$ cat config.mk
export PLATFORM = sky130hd
export DESIGN_NAME = parallel_port_adapter
export DESIGN_NICKNAME = d
export VERILOG_FILES = /design/src/hw/rtl/ppa_pkg.sv /design/src/hw/rtl/ppa_side.sv /design/src/hw/rtl/parallel_port_adapter.sv
export SDC_FILE = /design/constraint.sdc
export NUM_CORES = 1
export LEC_CHECK = 0
export ABC_AREA = 0
export ABC_CLOCK_PERIOD_IN_PS = 4000
export BUFFER_PORTS_ARGS = -buffer_cell sky130_fd_sc_hd__buf_4
export CAP_MARGIN = 20
export CORE_MARGIN = 4
export CORE_UTILIZATION = 56
export DETAILED_ROUTE_END_ITERATION = 16
export PLACE_DENSITY = 0.87
export SYNTH_ARGS = -nofsm -noshare
export SYNTH_HDL_FRONTEND = slang
export SYNTH_HIERARCHICAL = 1
export SYNTH_SLANG_ARGS = --single-unit
$ cat constraint.sdc
create_clock -name clk -period 4 [get_ports clk]
set_input_delay 0 -clock clk [delete_from_list [all_inputs] [get_ports clk]]
set_output_delay 0 -clock clk [all_outputs]
set_load 0.1 [all_outputs]
$ cat src/hw/rtl/ppa_pkg.sv
// ----------------------------------------------------------------------------
// ppa_pkg
// Shared types and constants for the parallel port adapter.
// ----------------------------------------------------------------------------
package ppa_pkg;

  localparam int unsigned InWidth  = 40;
  localparam int unsigned OutWidth = 40;

  localparam logic [5:0] CtrlMask = 6'h3f;
  localparam int unsigned SelDataBit = 2;
  localparam int unsigned EdgeRiseBit = 1;
  localparam int unsigned IrqEnBit = 0;

  typedef enum logic [1:0] {
    CMD_READ  = 2'd0,
    CMD_WRITE = 2'd1,
    CMD_RISE  = 2'd2,
    CMD_FALL  = 2'd3
  } cmd_t;

  typedef enum logic [1:0] {
    SEL_DATA_A = 2'd0,
    SEL_CTRL_A = 2'd1,
    SEL_DATA_B = 2'd2,
    SEL_CTRL_B = 2'd3
  } sel_t;

  // one request to a side, decoded by the top level
  typedef struct packed {
    logic       wr_data;
    logic       wr_ctrl;
    logic       rd_data;
    logic       edge_ev;
    logic       rising;
    logic [7:0] wdata;
  } side_req_t;

  typedef struct packed {
    logic [5:0] ctrl;
    logic [7:0] dir;
    logic [7:0] outreg;
    logic       flag;
    logic       irq;
  } side_state_t;

  function automatic logic [7:0] sink_level(input side_state_t s);
    return s.outreg | ~s.dir;
  endfunction

  function automatic logic [7:0] source_level(input side_state_t s);
    return s.outreg & s.dir;
  endfunction

endpackage

$ cat src/hw/rtl/ppa_side.sv
// ----------------------------------------------------------------------------
// ppa_side
// Register set of one port side: control, direction, output, flag and irq.
// ----------------------------------------------------------------------------
module ppa_side
  import ppa_pkg::*;
(
  input  logic        clk,
  input  logic        rst,
  input  logic        en,
  input  side_req_t   req,
  output side_state_t state
);

  always_ff @(posedge clk) begin
    if (rst) begin
      state <= '0;
    end else if (en) begin
      if (req.wr_data) begin
        if (state.ctrl[SelDataBit]) begin
          state.outreg <= req.wdata;
        end else begin
          state.dir <= req.wdata;
        end
      end
      if (req.wr_ctrl) begin
        state.ctrl <= req.wdata[5:0] & CtrlMask;
        state.irq  <= req.wdata[IrqEnBit] & (state.irq | state.flag);
      end
      if (req.rd_data && state.ctrl[SelDataBit]) begin
        state.flag <= 1'b0;
        state.irq  <= 1'b0;
      end
      if (req.edge_ev && (state.ctrl[EdgeRiseBit] == req.rising)) begin
        state.flag <= 1'b1;
        state.irq  <= state.ctrl[IrqEnBit];
      end
    end
  end

endmodule

$ cat src/hw/rtl/parallel_port_adapter.sv
// ----------------------------------------------------------------------------
// parallel_port_adapter
// Two-side parallel interface adapter: bus accesses and CX1 edge events in,
// one result with read data, pin levels and irq lines out per request.
//
// channel | dir | handshake              | payload
// s_axis  | in  | s_axis_tvalid/tready   | command, reg_select, write_data,
//         |     |                        | edge_side, pin levels
// m_axis  | out | m_axis_tvalid/tready   | read_data, pin levels, irq_a/irq_b
//
// One request per cycle sustained while m_axis_tready is high; a request passes the
// input register, then side registers and result register are updated together.
// rst is synchronous and clears all side registers and both valid flags.
// A stalled output holds the input register; s_axis_tready drops only when
// both stages are full.
// ----------------------------------------------------------------------------
module parallel_port_adapter
  import ppa_pkg::*;
(
  input  logic                clk,
  input  logic                rst,
  input  logic                s_axis_tvalid,
  output logic                s_axis_tready,
  // [1:0] command, [3:2] reg_select, [11:4] write_data, [12] edge_side,
  // [20:13] port_a_pins_in, [28:21] port_b_pins_pull_low,
  // [36:29] port_b_pins_drive_high, [39:37] zero
  input  logic [InWidth-1:0]  s_axis_tdata,
  output logic                m_axis_tvalid,
  input  logic                m_axis_tready,
  // [7:0] read_data, [15:8] port_a_drive_level, [23:16] port_b_source_level,
  // [31:24] port_b_drive_level, [32] irq_a, [33] irq_b, [39:34] zero
  output logic [OutWidth-1:0] m_axis_tdata
);

  logic               in_valid;
  logic [InWidth-1:0] in_data;
  logic               advance;
  logic               step;

  cmd_t        cmd;
  sel_t        sel;
  logic [7:0]  wd;
  logic        es;
  logic [7:0]  a_in;
  logic [7:0]  b_low;
  logic [7:0]  b_high;
  logic        is_bus;
  logic        to_b;
  side_req_t   req_a;
  side_req_t   req_b;
  side_state_t st_a;
  side_state_t st_b;
  logic [7:0]  rd;
  logic [7:0]  src_b;

  assign advance       = !m_axis_tvalid || m_axis_tready;
  assign step          = in_valid && advance;
  assign s_axis_tready = !in_valid || advance;

  always_ff @(posedge clk) begin
    if (rst) begin
      in_valid <= 1'b0;
    end else if (s_axis_tready) begin
      in_valid <= s_axis_tvalid;
    end
    if (s_axis_tready && s_axis_tvalid) begin
      in_data <= s_axis_tdata;
    end
  end

  assign cmd    = cmd_t'(in_data[1:0]);
  assign sel    = sel_t'(in_data[3:2]);
  assign wd     = in_data[11:4];
  assign es     = in_data[12];
  assign a_in   = in_data[20:13];
  assign b_low  = in_data[28:21];
  assign b_high = in_data[36:29];

  assign is_bus = (cmd == CMD_READ) || (cmd == CMD_WRITE);
  assign to_b   = is_bus ? sel[1] : es;

  always_comb begin
    side_req_t r;
    r.wr_data = (cmd == CMD_WRITE) && !sel[0];
    r.wr_ctrl = (cmd == CMD_WRITE) && sel[0];
    r.rd_data = (cmd == CMD_READ) && !sel[0];
    r.edge_ev = !is_bus;
    r.rising  = (cmd == CMD_RISE);
    r.wdata   = wd;
    req_a = to_b ? side_req_t'('0) : r;
    req_b = to_b ? r : side_req_t'('0);
  end

  ppa_side u_side_a (
    .clk   (clk),
    .rst   (rst),
    .en    (step),
    .req   (req_a),
    .state (st_a)
  );

  ppa_side u_side_b (
    .clk   (clk),
    .rst   (rst),
    .en    (step),
    .req   (req_b),
    .state (st_b)
  );

  assign src_b = source_level(st_b);

  always_comb begin
    rd = '0;
    if (cmd == CMD_READ) begin
      case (sel)
        SEL_DATA_A: begin
          rd = st_a.ctrl[SelDataBit] ? (sink_level(st_a) & a_in) : st_a.dir;
        end
        SEL_CTRL_A: rd = {st_a.flag, 1'b0, st_a.ctrl};
        SEL_DATA_B: begin
          rd = st_b.ctrl[SelDataBit]
             ? (src_b | ((src_b | b_high) & sink_level(st_b) & b_low & ~st_b.dir))
             : st_b.dir;
        end
        SEL_CTRL_B: rd = {st_b.flag, 1'b0, st_b.ctrl};
        default:    rd = '0;
      endcase
    end
  end

  // result levels reflect the side registers after this request
  side_state_t st_a_next;
  side_state_t st_b_next;

  function automatic side_state_t side_next(input side_state_t s, input side_req_t q);
    side_state_t n;
    n = s;
    if (q.wr_data) begin
      if (s.ctrl[SelDataBit]) begin
        n.outreg = q.wdata;
      end else begin
        n.dir = q.wdata;
      end
    end
    if (q.wr_ctrl) begin
      n.ctrl = q.wdata[5:0] & CtrlMask;
      n.irq  = q.wdata[IrqEnBit] & (s.irq | s.flag);
    end
    if (q.rd_data && s.ctrl[SelDataBit]) begin
      n.flag = 1'b0;
      n.irq  = 1'b0;
    end
    if (q.edge_ev && (s.ctrl[EdgeRiseBit] == q.rising)) begin
      n.flag = 1'b1;
      n.irq  = s.ctrl[IrqEnBit];
    end
    return n;
  endfunction

  assign st_a_next = side_next(st_a, req_a);
  assign st_b_next = side_next(st_b, req_b);

  always_ff @(posedge clk) begin
    if (rst) begin
      m_axis_tvalid <= 1'b0;
    end else if (advance) begin
      m_axis_tvalid <= in_valid;
    end
    if (step) begin
      m_axis_tdata <= {6'd0, st_b_next.irq, st_a_next.irq,
                       sink_level(st_b_next), source_level(st_b_next),
                       sink_level(st_a_next), rd};
    end
  end

endmodule
==> run summary <==
The internal power of the cells totals 2.43 mW. Setup repair after global routing left no endpoint under its margin. The post-DP HPWL is 8690 um. The number of standard-cell rows in the floorplan is 35. The count of unique library cells instantiated by Yosys came out at 59.

The floorplan step set the die height to 107 um. Pin placement for this block handled 86 I/O pins. After detailed routing, the total wire length is 14000 um. The multi-input gate area in the final layout is 2090 um2. The synthesized design contains 121 register bits.

The final count of pins violating max slew came out at 0. The slew of the pin with the lowest slew margin came out at 913 ps. The routed wirelength normalized by instance count came out at 18.6 um. The number of nets still failing antenna checks after routing is 0. The count of fill cells added during filler insertion came out at 611. The die covers 11400 um2. Summed over all failing endpoints, the final setup total negative slack is 0 ps. At the end of routability-driven placement, the weighted congestion stood at 0.883. The number of H-tree branching levels came out at 4.

Counting along the longest clock path gives a buffer depth of 2. The die is 107 um wide. The total area inside the core boundary comes to 9370 um2.

The logic gate share of total power came out at 9.6%. The post-synthesis instance area came out at 5460 um2. Sequential cells account for 43.8% of the total power.

The number of hold-slack violations in the final timing report came to 0. The count of endpoints failing setup in the final report is 0. The warning count from the yosys run came out at 6. For this run, the top clock speed supported by timing is 398 MHz. Dividing the synthesized area by the synthesized cell count gives 10.9 um2. The switching power summed over all nets came out at 0.752 mW. STA classifies the critical path startpoint as a flip-flop. The pre-antenna-repair detailed-routing pass consisted of 7 iterations. The number of nets in the finished design came out at 658. The predominant post-synthesis flop cell is edfxtp_1. Synthesis produced a netlist whose cell count is 499. The sequential-to-total area share from yosys stat came out at 57.4%. The min-delay analysis places its worst path in the category input port to flip-flop. For this run, asynchronously set or reset flops after synthesis account for 0%. The data required time at the worst endpoint came out at 4230 ps. The worst setup path is captured at a flip-flop.

The pin count of the biggest net entering global routing came out at 51. Yosys mapped a number of flops with a built-in enable equal to 71. The number of antenna diodes in the final layout is 0. The static leakage power came out at 2.71 nW. The signed area change from the synthesized netlist to the final layout is 30.0%.

The share of synthesized area in the top cell type comes to 39.0%. The clock insertion delay at the later pin of the skew report came out at 520 ps. The maximum fanout along the worst path is 22. The number of buffers added by the clock tree synthesis step is 17. The flow ran to the end, and the final reports show no timing, DRC or antenna violations. The worst hold margin came out at 195 ps.

The DRC violations left is 0. The starting density of the core is 58.3%. The via count of the first global-routing pass came out at 4605. In the layout the commonest cells are 81 x buf_4, 71 x edfxtp_1, 59 x nor2_1, 50 x dfxtp_1, 43 x dlygate4sd3_1.

The number of gates resized after CTS was 0. The global-route wire length before repair came out at 22700 um. The minimum clock period after layout came out at 2510 ps.

IR analysis of the VDD net gives a maximum drop of 0.306 mV. The initial antenna violation count was 0. The cell taking the most area after synthesis is edfxtp_1.

Across the run, the number of max-cap violations was 0. The clock network is responsible for 46.6% of the overall power. The clock net sink count came out at 121.

The data arrival time of the worst path came out at 2750 ps. In the post-synthesis netlist, the biggest area contributors are edfxtp_1 39%, dfxtp_1 18%, mux2i_1 6.8%, nor2_1 4.1%, a21oi_1 2.5%. The remaining global-route overflow came out at 0. For this run, the total global-route usage over all layers was measured as 25.8%. The violation count after the first detailed-routing iteration came out at 377. CTS placed an instance of clkbuf_8 at the clock tree root. The share of total power consumed by net switching came out at 23.7%. The total of buffers placed on input and output ports came out at 76.

TritonCTS built the clock tree. The area occupied by registers came out at 3130 um2. The clock slew seen by the registers of the worst setup and hold paths came out at 60 ps.

The worst setup path is of the flip-flop to flip-flop kind. The most frequent standard cell in the layout excluding fill and tap cells is buf_4. The number of vias in the routed layout came out at 4578.

The cell area power density came out at 448 nW/um2. Headroom to the max-slew limit came out at 39.1%. The share of post-route cells with drive strength above 1 is 18.8%. The detail-routed via count per cell came out at 6.06. The fraction of the cycle the final worst path needs is 62.8%. The worst clock skew came out at 15.1 ps.
[timing repair]
action	CTS	global route
hold buffers	43	0
hold endpoints to repair	84	0
setup buffers	0	0
[per-stage QoR]
step | util (%) | setup slack (ps) | total power, mW | std cells | area [um2]
2_1_floorplan | - | 889 | 1.60 | 504 | 5480
3_3_place_gp | 64.9 | 1620 | 1.67 | 681 | 6080
3_5_place_dp | 64.9 | 1530 | 1.68 | 681 | 6080
4_1_cts | 75.8 | 1530 | 3.19 | 756 | 7100
5_1_grt | 75.8 | 1300 | 3.27 | 756 | 7100
6_report | 75.8 | 1490 | 3.18 | 756 | 7100
[logic make-up after synthesis]
kind of cell	count (synthesis)	share of synthesized area, %
buffers and inverters	57	4.83
other	1	0.0687
multiplexers	37	6.78
flip-flops	121	57.4
AND/OR/NAND/NOR	161	14.3
XOR/XNOR	4	0.642
AO/OA/AOI/OAI	118	16.0
[state kept, by name (all words and copies together) (netlist names)]
| signal | cells |
|---|---|
| u_side_b/state | 24 |
| m_axis_tdata | 34 |
| u_side_a/state | 24 |
| m_axis_tvalid | 1 |
| in_data | 37 |
| in_valid | 1 |
[worst max-delay path: stages, from the launching register on]
cell and delay, ps:
edfxtp_1 680, or2_1 530, nor3_1 670, a2bb2oi_1 200
o211ai_1 150
[worst paths after layout]
| check | slack [ps] | to | start | cells after the start |
|---|---|---|---|---|
| max reg2reg | 1490 | m_axis_tdata[14] | in_data[2] | 4 |
| min | 190 | in_data[18] | s_axis_tdata[18] | 2 |
| min reg2reg | 460 | u_side_a/state[22] | u_side_a/state[22] | 2 |
| max | 1490 | m_axis_tdata[14] | in_data[2] | 4 |
[power groups by stage]
stage / clock network (mW) / registers [mW] / logic (mW)
6_report: 1.48 / 1.39 / 0.305
3_5_place_dp: 0 / 1.41 / 0.268
5_1_grt: 1.55 / 1.40 / 0.323
2_1_floorplan: 0 / 1.48 / 0.123
3_3_place_gp: 0 / 1.41 / 0.261
4_1_cts: 1.49 / 1.39 / 0.304
[cell type report]
| cell class | count | share of cell area, % |
|---|---|---|
| Clock inverter | 7 | 1.29 |
| Sequential cell | 121 | 44.1 |
| Timing Repair Buffer | 124 | 14.6 |
| Inverter | 24 | 1.27 |
| Multi-Input combinational cell | 326 | 29.5 |
| Tap cell | 129 | 2.27 |
| Clock buffer | 25 | 6.96 |
[synthesized netlist by cell type (3+ instances only)]
library cell,instances
a32oi_1,4
mux2i_1,37
a21oi_1,27
dfxtp_1,50
or3_1,3
a22o_1,4
nand3_1,23
a31oi_1,8
a32o_1,5
a22oi_1,4
o21ai_0,5
a311oi_1,6
o211ai_1,8
nor2_1,59
nand2_1,29
buf_1,3
and2_1,9
o22ai_1,3
edfxtp_1,71
buf_2,10
buf_4,6
clkbuf_1,12
xnor2_1,3
o32a_1,3
a211oi_1,12
nor2b_1,11
inv_1,23
nand2b_1,9
nor3_1,4
a2bb2oi_1,8
[metal layers]
metal	wire length, um	global-route usage (%)	share of wire (%)	up-vias
met4	523	11.8	3.7	0
met3	1290	6.80	9.2	65
met2	6710	42.8	48	309
met1	5520	31.6	39	2124
li1	-	-	-	2080
met5	0	0	0	-
(Power assumes the default switching activity.)
